--- config.mk ---
export PLATFORM = sky130hd
export DESIGN_NAME = spcf_ctrl
export DESIGN_NICKNAME = d
export VERILOG_FILES = /design/src/design/spcf_pkg.sv /design/src/design/spcf_ctrl.sv
export SDC_FILE = /design/constraint.sdc
export NUM_CORES = 1
export LEC_CHECK = 0
export BUFFER_PORTS_ARGS = -buffer_cell sky130_fd_sc_hd__buf_2
export CORE_MARGIN = 1
export CORE_UTILIZATION = 35
export DETAILED_ROUTE_END_ITERATION = 16
export GPL_ROUTABILITY_DRIVEN = 1
export HOLD_SLACK_MARGIN = 0.05
export PLACE_DENSITY = 0.69
export SYNTH_ARGS = -nofsm -noshare
export SYNTH_HDL_FRONTEND = slang
export SYNTH_SLANG_ARGS = --single-unit
export TNS_END_PERCENT = 30
--- constraint.sdc ---
create_clock -name clk -period 3.3 [get_ports clk]
set_input_delay 0.165 -clock clk [delete_from_list [all_inputs] [get_ports clk]]
set_output_delay 0.165 -clock clk [all_outputs]
set_load 0.01 [all_outputs]
--- src/design/spcf_pkg.sv ---
// Shared constants, types and command/status structs for the peak centroid finder.
package spcf_pkg;
    localparam int MAG_BINS_DEF = 512;
    localparam int MAG_W = 32;
    localparam int POS_W = 17;
    localparam int LEVEL_W = 34;
    localparam int PART_W = 32;

    typedef struct packed {
        logic clr_step;    // write zero at clear address, advance
        logic sq_start;    // latch operands, begin root
        logic sq_step;     // one squaring or root iteration
        logic sq_write;    // write root into memory
        logic scan_start;  // reset scan best and address
        logic scan_step;   // issue read, compare previous data
        logic nb_start;    // begin reading the three neighbors
        logic nb_step;     // capture one neighbor, issue next read
        logic mul_step;    // one weighted product accumulate
        logic div_start;   // latch dividend, clear remainder and quotient
        logic div_step;    // one quotient bit
        logic zap_step;    // clear one neighbor bin
        logic emit_hit;    // present found result
        logic emit_miss;   // present empty result
    } spcf_cmd_t;

    typedef struct packed {
        logic clr_done;
        logic sq_done;
        logic scan_done;
        logic nb_done;
        logic mul_done;
        logic div_done;
        logic zap_done;
        logic best_zero;
    } spcf_stat_t;
endpackage

--- src/design/spcf_ctrl.sv ---
// Controller state machine sequencing clear, load, scan, centroid and emit.
module spcf_ctrl
    import spcf_pkg::*;
(
    input  logic       clk,
    input  logic       rst_n,
    input  logic       start,
    input  logic       mode,
    input  spcf_stat_t stat,
    output spcf_cmd_t  cmd,
    output logic       busy
);
    localparam logic [3:0] S_CLR  = 4'd0;
    localparam logic [3:0] S_IDLE = 4'd1;
    localparam logic [3:0] S_SQ   = 4'd2;
    localparam logic [3:0] S_SCAN = 4'd3;
    localparam logic [3:0] S_NB   = 4'd4;
    localparam logic [3:0] S_MUL  = 4'd5;
    localparam logic [3:0] S_DIV  = 4'd6;
    localparam logic [3:0] S_ZAP  = 4'd7;
    localparam logic [3:0] S_EMIT = 4'd8;
    localparam logic [3:0] S_WR   = 4'd9;

    logic [3:0] state_reg, state_next;

    always_ff @(posedge clk or negedge rst_n)
    begin
        if (!rst_n)
            state_reg <= S_CLR;
        else
            state_reg <= state_next;
    end

    always_comb
    begin
        cmd = '0;
        state_next = state_reg;
        busy = (state_reg != S_IDLE);
        case (state_reg)
            S_CLR:
            begin
                cmd.clr_step = 1'b1;
                if (stat.clr_done) state_next = S_IDLE;
            end
            S_IDLE:
            begin
                if (start)
                begin
                    if (mode)
                    begin
                        cmd.scan_start = 1'b1;
                        state_next = S_SCAN;
                    end
                    else
                    begin
                        cmd.sq_start = 1'b1;
                        state_next = S_SQ;
                    end
                end
            end
            S_SQ:
            begin
                cmd.sq_step = 1'b1;
                if (stat.sq_done) state_next = S_WR;
            end
            S_WR:
            begin
                cmd.sq_write = 1'b1;
                state_next = S_IDLE;
            end
            S_SCAN:
            begin
                cmd.scan_step = 1'b1;
                if (stat.scan_done)
                begin
                    if (stat.best_zero)
                        state_next = S_EMIT;
                    else
                    begin
                        cmd.nb_start = 1'b1;
                        state_next = S_NB;
                    end
                end
            end
            S_NB:
            begin
                cmd.nb_step = 1'b1;
                if (stat.nb_done) state_next = S_MUL;
            end
            S_MUL:
            begin
                cmd.mul_step = 1'b1;
                if (stat.mul_done)
                begin
                    cmd.div_start = 1'b1;
                    state_next = S_DIV;
                end
            end
            S_DIV:
            begin
                cmd.div_step = 1'b1;
                if (stat.div_done) state_next = S_ZAP;
            end
            S_ZAP:
            begin
                cmd.zap_step = 1'b1;
                if (stat.zap_done) state_next = S_EMIT;
            end
            S_EMIT:
            begin
                if (stat.best_zero) cmd.emit_miss = 1'b1;
                else cmd.emit_hit = 1'b1;
                state_next = S_IDLE;
            end
            default: state_next = S_IDLE;
        endcase
    end
endmodule

==> results of run 1 <==
==> metal layers <==
metal | routed length (um) | global-route usage [%] | vias up
li1 | - | - | 257
met1 | 508 | 22.11 | 212
met2 | 472 | 19.92 | 17
met3 | 59 | 6.977 | 0
met4 | 0 | 5.172 | 0
met5 | 0 | 0 | -
==> through the flow <==
stage	hold WS (ps)	utilization, %	instance area (um2)	setup slack (ps)
2_1_floorplan	-130.6	-	465.4	1805
6_report	265.5	51.39	601.8	1541
4_1_cts	260.6	51.39	601.8	1564
3_3_place_gp	-25.98	48.61	569.3	1599
5_1_grt	259.8	51.39	601.8	1448
3_5_place_dp	-24.99	48.61	569.3	1571
==> worst min path at each step <==
| stage | start | endpoint | cells after the start |
|---|---|---|---|
| after floorplan | rst_n | state_reg[0] | 0 |
| after global placement | rst_n | state_reg[2] | 1 |
| after detailed placement | rst_n | state_reg[3] | 1 |
| after CTS | rst_n | state_reg[0] | 2 |
| after global routing | rst_n | state_reg[3] | 2 |
| final | rst_n | state_reg[0] | 2 |
==> synth_stat cells <==
| master | number | area (um2) |
|---|---|---|
| mux2i_1 | 2 | 20.02 |
| and2b_2 | 1 | 8.760 |
| nor4b_1 | 1 | 8.760 |
| nand3b_1 | 2 | 15.01 |
| nor2_1 | 10 | 37.54 |
| nor4bb_1 | 2 | 20.02 |
| inv_1 | 1 | 3.750 |
| nand2_1 | 3 | 11.26 |
| and3_1 | 1 | 6.260 |
| nor3_1 | 4 | 20.02 |
| o21bai_1 | 1 | 7.510 |
| nand2b_1 | 3 | 18.77 |
| buf_6 | 2 | 22.52 |
| and3b_1 | 1 | 8.760 |
| mux2_2 | 3 | 33.78 |
| o21ai_0 | 2 | 10.01 |
| dfrtp_1 | 4 | 100.1 |
| nor4_1 | 1 | 6.260 |
| and3b_2 | 1 | 10.01 |
| a21oi_1 | 1 | 5.000 |
| nand3_1 | 1 | 5.000 |
| and2_1 | 2 | 12.51 |
| clkbuf_8 | 1 | 13.76 |
| o31ai_1 | 1 | 7.510 |
| nor2b_1 | 2 | 12.51 |
| o22a_1 | 1 | 8.760 |
| buf_4 | 1 | 7.510 |
| o2111ai_2 | 1 | 15.01 |
| o21ai_2 | 1 | 8.760 |
==> power by group <==
group	total (mW)	switching, mW	internal (mW)
combinational	0.322	0.149	0.172
clock	0.0591	0.0185	0.0406
sequential	0.154	0.0805	0.0730
total	0.535	0.248	0.286
==> critical path, stage by stage (launching register included) <==
cell and delay [ps]:
dfrtp_1 540, nand2b_1 260, o22a_1 210, o2111ai_2 260, mux2_2 370
==> kinds of logic (layout without fill, tap and decap cells) <==
group	count (synthesis)	in the layout	synth area share, %
multiplexers	5	5	11.56
AND/OR/NAND/NOR	35	35	43.28
AO/OA/AOI/OAI	8	8	13.44
buffers and inverters	5	31	10.21
flip-flops	4	4	21.51
==> area by class of cell <==
type	instances	area, um2
Clock buffer	3	22.52
Inverter	1	3.754
Fill cell	127	569.3
Timing Repair Buffer	27	140.1
Multi-Input combinational cell	48	317.8
Tap cell	14	17.52
Sequential cell	4	100.1
==> timing repair <==
| item | CTS | global route |
|---|---|---|
| hold endpoints to repair | 4 | 0 |
| hold buffers | 1 | 0 |
| resized for setup | 0 | 0 |
==> flow_summary.toml, run 1 <==
[sta]
min_period_ps = 1759
slew_headroom_pct = 68.75
finalMaxSlewViolations = 0
fin_skew_ps = 4.410
rsz0062_at_grt = "no"
hold_violations = 0
fmax_mhz = 568.4
setup_viol = 0
finalCritPeriodShare_pct = 53.31
tightest_slew_ps = 468.7
tns_ps = 0

[yosys]
ys_seq_elements = 4
syn_nets = 69
yosysSeqAreaShare_pct = 21.51
syn_inst = 57
syn_area_um2 = 465.4
syn_avg_cell_area_um2 = 8.166
yosys_warnings = 0
ys_types = 29

[cells_and_area]
finalNonFillerCells = 97
area_delta_synth_final_pct = 29.30
layout_commonest_cell = "buf_2"
diodes = 0
drive_above_1_share_pct = 43.37
most-common-layout-cells = "buf_2 (26), nor2_1 (10), nor3_1 (4), dfrtp_1 (4)"
largest_reg_flops = 4
nets = 97

[global_route]
grt_max_degree = 18
antenna_found_initial = 0
overflow = 0
grt_pass1_vias = 361
grt_first_pass_wirelength_mm = 1.531
grtUsageTotal_pct = 15.44

[cts]
cts-htree-levels = 1
cts_root_buffer = "clkbuf_4"
cts_tree = "yes"
clockBufferDepth = 2
clk_pin_slew_ps = 40
numCtsBuffers = 3
clk-insertion-delay-late_ps = 230
post_cts_buffers = 0
cts.sinks = 4

[pwr]
p_leak_nw = 0.3203
peakVddDrop_v = 0.0004059
power_density_nw_per_um2 = 888.3
finalPower_mw = 0.5346

[floorplanning]
die_w_um = 38.47
start_util_pct = 39.74
core_area_um2 = 1171
die_h_um = 38.47
io_pins = 27
rows = 12
dieArea_um2 = 1480

[routing]
drt-initial-drc-count = 2
drc = 0
postRouteAntennaNets = 0
wirelength_mm = 1.040
avgRoutedWirePerCell_um = 10.72
first_pass_iters = 4
vias = 486
viasPerCell = 5.010

[setup_path]
cp-start-kind = "register"
path_max_fanout = 16
r2r_slack_ps = 1540
cp-end-kind = "register"
r2r-start = "state_reg[1]"
required_ps = 3410
r2r_cells = 4
cp-endpoint = "state_reg[2]"
critPathKind = "reg2reg"
arrival_ps = 1870
startpoint = "state_reg[1]"
r2r-end = "state_reg[2]"

[outcome]
run_status = "finished clean"

[placement]
place_inst = 93
gp_congestion = 0.7049
dp_hpwl_um = 783.6
portBuffers = 26

[job]
maxCapViolCount = 0

[worst_hold_path]
holdCritPathClass = "in2async"
No activity file was read; power rests on OpenSTA's default activity.
==> run 2: changes to the inputs <==
Clock period 3.3 ns to 1.7 ns, I/O delays scaled along.
==> run 2 against run 1 <==
Via count increased by 6.4%. Worst setup slack worse by 1500 ps. Clock power rose by 95%. Combinational power rose to 2.5 times the previous value. Design area is 8.9% higher. Critical path depth did not move. Register-to-register slack got worse by 1500 ps. Critical endpoint is now state_reg[1].
==> flow_summary.toml, run 2 (synthesis gave the netlist of run 1 again) <==
[setup_path]
path_max_fanout = 9
required_ps = 1810
r2r_slack_ps = 90
r2r_cells = 4
cp-end-kind = "register"
cp-start-kind = "register"
arrival_ps = 1730
slowest_stage = "dfrtp_2"
cp-endpoint = "state_reg[1]"
critPathKind = "reg2reg"
startpoint = "state_reg[1]"
r2r-start = "state_reg[1]"
slowest_delay_ps = 460
r2r-end = "state_reg[1]"
path_cells = "nand2b_1, o22a_1, o2111ai_2, mux2_2"

[floorplanning]
dieArea_um2 = 1480
core_area_um2 = 1171
die_w_um = 38.47
start_util_pct = 39.74
io_pins = 27
die_h_um = 38.47
rows = 12

[cells_and_area]
area_delta_synth_final_pct = 40.86
nets = 104
num-fill-cells = 123
drive_above_1_share_pct = 48.89
most-common-layout-cells = "buf_2 (26), nor2_1 (10), buf_4 (7), nor3_1 (4)"
largest_reg_flops = 4
diodes = 0
layout_commonest_cell = "buf_2"

[global_route]
grt_first_pass_wirelength_mm = 1.607
grt_pass1_vias = 369
grt_max_degree = 11
overflow = 0
grtUsageTotal_pct = 16.28
antenna_found_initial = 0

[routing]
avgRoutedWirePerCell_um = 10.44
drt-initial-drc-count = 6
vias = 517
first_pass_iters = 4
viasPerCell = 4.971
drc = 0
wirelength_mm = 1.086
postRouteAntennaNets = 0

[sta]
min_period_ps = 1613
fin_ws_ps = 86.70
slew_headroom_pct = 79.41
hold_violations = 0
rsz0062_at_grt = "no"
fin_hold_ws_ps = 181.6
setup_viol = 0
finalCritPeriodShare_pct = 94.90
fmax_mhz = 619.8
finalMaxSlewViolations = 0
tns_ps = 0
tightest_slew_ps = 308.8
fin_skew_ps = 3.394

[pwr]
seq_power_share_pct = 20.1
clkPwrFrac_pct = 9.9
internal_power_mw = 0.6531
swShare_pct = 43.76
p_comb_share_pct = 70.0
p_switching_mw = 0.5082
peakVddDrop_v = 0.001058
p_leak_nw = 0.3533
finalPower_mw = 1.161
power_density_nw_per_um2 = 1771

[outcome]
run_status = "finished clean"

[cts]
clk-insertion-delay-late_ps = 230
post_cts_buffers = 0
cts.sinks = 4
clk_pin_slew_ps = 40
cts_tree = "yes"
cts_root_buffer = "clkbuf_4"
cts-htree-levels = 1
numCtsBuffers = 3
clockBufferDepth = 2

[placement]
pre_cts_slack_ps = 73.16
dp_hpwl_um = 878.8
portBuffers = 26
gp_congestion = 0.7462

[worst_hold_path]
holdCritPathClass = "in2async"

[job]
maxCapViolCount = 0
[run 2: cell types whose count changed in the layout (fill, tap and decap cells not counted), sizes merged]
| cell | previous run | this run |
|---|---|---|
| buf | 26 | 33 |
[run 2: worst min-delay path by stage]
stage / start / depth (start not counted) / endpoint / slack, ps
after floorplan: rst_n / 0 / state_reg[0] / -210
after global placement: rst_n / 1 / state_reg[3] / -110
after detailed placement: rst_n / 1 / state_reg[3] / -110
after CTS: rst_n / 2 / state_reg[0] / 180
after global routing: rst_n / 2 / state_reg[0] / 190
final: rst_n / 2 / state_reg[0] / 180
[run 2: power by group through the flow]
stage	logic [mW]	registers, mW	clock network, mW
2_1_floorplan	0.632	0.192	0
3_3_place_gp	0.805	0.227	0
3_5_place_dp	0.815	0.227	0
4_1_cts	0.819	0.229	0.119
5_1_grt	0.896	0.248	0.126
6_report	0.813	0.233	0.115
[run 2: worst max-delay path, delay by kind of cell (launching register included)]
kind,cells,cell delay [ps]
DFF,1,460
AOI/OAI and AO/OA,2,460
muxes,1,370
and+or+nand+nor,1,200
[run 2: cell type report]
| cell class | instances | area [um2] | area share [%] |
|---|---|---|---|
| clock buffers | 3 | 22.52 | 3.435 |
| multi-input cells | 48 | 317.8 | 48.47 |
| inverters | 1 | 3.754 | 0.5725 |
| well taps | 14 | 17.52 | 2.672 |
| flip-flops and latches | 4 | 101.3 | 15.46 |
| repair buffers | 34 | 192.7 | 29.39 |
[run 2: stage by stage]
step                      util (%)  area (um2)  cells
after floorplan                  -       465.4     57
after global placement       53.10       621.8    100
after detailed placement     53.10       621.8    100
after CTS                    55.88       654.4    104
after global routing         55.98       655.6    104
final                        55.98       655.6    104
[run 2: what timing repair did]
action                                  CTS  global route
resized for setup                         0             1
hold buffers                              1             0
endpoints found under the setup margin    0             4
endpoints found under the hold margin     4             0
[run 2: layer usage]
layer / part of all wire (%) / routed length (um) / global-route usage [%] / up-vias
met5: 0 / 0 / 0 / -
met4: 0 / 0 / 5.172 / 0
met3: 8.3 / 90 / 7.558 / 0
met2: 44 / 479 / 22.03 / 18
met1: 48 / 516 / 22.46 / 229
li1: - / - / - / 270
==> run 3: changes to the inputs <==
Settings changed: CORE_AREA set to 2 2 39 41, CORE_MARGIN 1 to not set, CORE_UTILIZATION 35 to not set, DIE_AREA set to 0 0 41 43.
==> run 3 against run 2 <==
Sequential power grew 2%. Critical endpoint is now state_reg[2]. Count of clock-buffer cells in the layout unchanged. Via count fell by 0.39%. Clock power about the same. Clock skew about the same. Critical path depth is the same. Combinational power down 7.9%. Register-to-register slack lost 20 ps. Design area is 3.2% lower.
==> flow_summary.toml, run 3 (synthesis gave the netlist of run 1 again) <==
[outcome]
run_status = "finished clean"

[floorplanning]
die_h_um = 43
start_util_pct = 33.63
die_w_um = 41
io_pins = 27
core_area_um2 = 1384
rows = 14
dieArea_um2 = 1763

[setup_path]
path_cells = "nand2b_1, o22a_1, o2111ai_2, mux2_2"
slowest_delay_ps = 450
required_ps = 1810
critPathKind = "reg2reg"
arrival_ps = 1750
cp_top_family = "compound AO/OA/AOI/OAI gates"
cp-start-kind = "register"
path_max_fanout = 9
cp_num_buf_inv = 0
cp-end-kind = "register"
slowest_stage = "dfrtp_1"

[sta]
fmax_mhz = 612.6
fin_skew_ps = 3.024
rsz0062_at_grt = "no"
finalMaxSlewViolations = 0
finalCritPeriodShare_pct = 96.02
hold_violations = 0
tns_ps = 0
min_period_ps = 1632
slew_headroom_pct = 79.02
tightest_slew_ps = 314.8
setup_viol = 0

[cells_and_area]
nets = 101
drive_above_1_share_pct = 45.98
layout_commonest_cell = "buf_2"
diodes = 0
largest_reg_flops = 4
area_delta_synth_final_pct = 36.29
most-common-layout-cells = "buf_2 (26), nor2_1 (10), nor3_1 (4), buf_4 (4), dfrtp_1 (4)"
fin_area_um2 = 634.4

[routing]
postRouteAntennaNets = 0
drc = 0
first_pass_iters = 1
viasPerCell = 5.000
wirelength_mm = 1.045
drt-initial-drc-count = 0
vias = 515
avgRoutedWirePerCell_um = 10.15

[cts]
clk_pin_slew_ps = 40
cts_resized = 0
clk-insertion-delay-late_ps = 240
numCtsBuffers = 3
cts_root_buffer = "clkbuf_4"
cts.sinks = 4
post_cts_buffers = 0
cts_tree = "yes"
cts-htree-levels = 1
clockBufferDepth = 2

[pwr]
power_density_nw_per_um2 = 1740
peakVddDrop_v = 0.0006501
p_leak_nw = 0.3395

[worst_hold_path]
holdCritPathClass = "in2async"

[global_route]
grt_pass1_vias = 443
overflow = 0
grt_max_degree = 12
grtUsageTotal_pct = 14.11
antenna_found_initial = 0
grt_first_pass_wirelength_mm = 1.690

[placement]
postPlaceCellArea_um2 = 601.8
portBuffers = 26
dp_hpwl_um = 843.2
gp_congestion = 0.6844

[job]
maxCapViolCount = 0
==> run 3: cell count changes in the layout (fill, tap and decap cells not counted) <==
cell / change
buf_4: -3
dfrtp_2: -1
dfrtp_1: +1
==> run 3: final timing paths <==
path / from / end / slack (ps) / cells past startpoint
worst max-delay path: state_reg[1] / state_reg[2] / 70 / 4
worst min-delay path: rst_n / state_reg[0] / 180 / 2
worst max register to register: state_reg[1] / state_reg[2] / 70 / 4
worst min register to register: state_reg[3] / state_reg[3] / 660 / 1
max in group asynchronous: rst_n / state_reg[2] / 1400 / 2
min in group clk: mode / state_reg[0] / 350 / 4
==> run 3: cell type report <==
class | instances | area (um2)
well taps | 16 | 20.02
clock buffers | 3 | 22.52
flip-flops and latches | 4 | 100.1
multi-input cells | 48 | 317.8
inverters | 1 | 3.754
repair buffers | 31 | 170.2
fillers | 145 | 749.5
==> run 3: power breakdown <==
| part | internal, mW | switching, mW | total (mW) |
|---|---|---|---|
| Sequential | 0.143 | 0.0940 | 0.237 |
| Clock | 0.0789 | 0.0386 | 0.118 |
| Combinational | 0.386 | 0.363 | 0.749 |
| Total | 0.609 | 0.495 | 1.10 |
==> run 3: layer usage <==
metal | part of all wire [%] | vias up | GRT usage [%] | wire length (um)
met5 | 0 | - | 0 | 0
li1 | - | 266 | - | -
met2 | 51 | 12 | 22.50 | 533
met4 | 1.3 | 0 | 10.00 | 14
met3 | 4.1 | 2 | 1.571 | 43
met1 | 44 | 235 | 16.29 | 455
==> run 3: repair_timing <==
item | CTS | global route
setup endpoints to repair | 0 | 0
endpoints found under the hold margin | 4 | 0
hold buffers | 1 | 0
==> run 3: worst reg2reg max path, cell delays in order (launching register included) <==
cell and delay [ps]:
dfrtp_1 450, nand2b_1 220, o22a_1 200, o2111ai_2 260, mux2_2 370
==> run 3: stage by stage <==
step                hold slack, ps  cells  setup WS (ps)  total power, mW  util (%)
finish                       178.2    103          67.66            1.104     45.84
global route                 200.4    103          9.474            1.214     45.84
CTS                          172.6    103          75.80            1.114     45.84
detailed placement          -106.0     99          85.85           0.9861     43.49
global placement            -108.1     99          130.5           0.9817     43.49
floorplan                   -210.6     57          205.3           0.8240         -
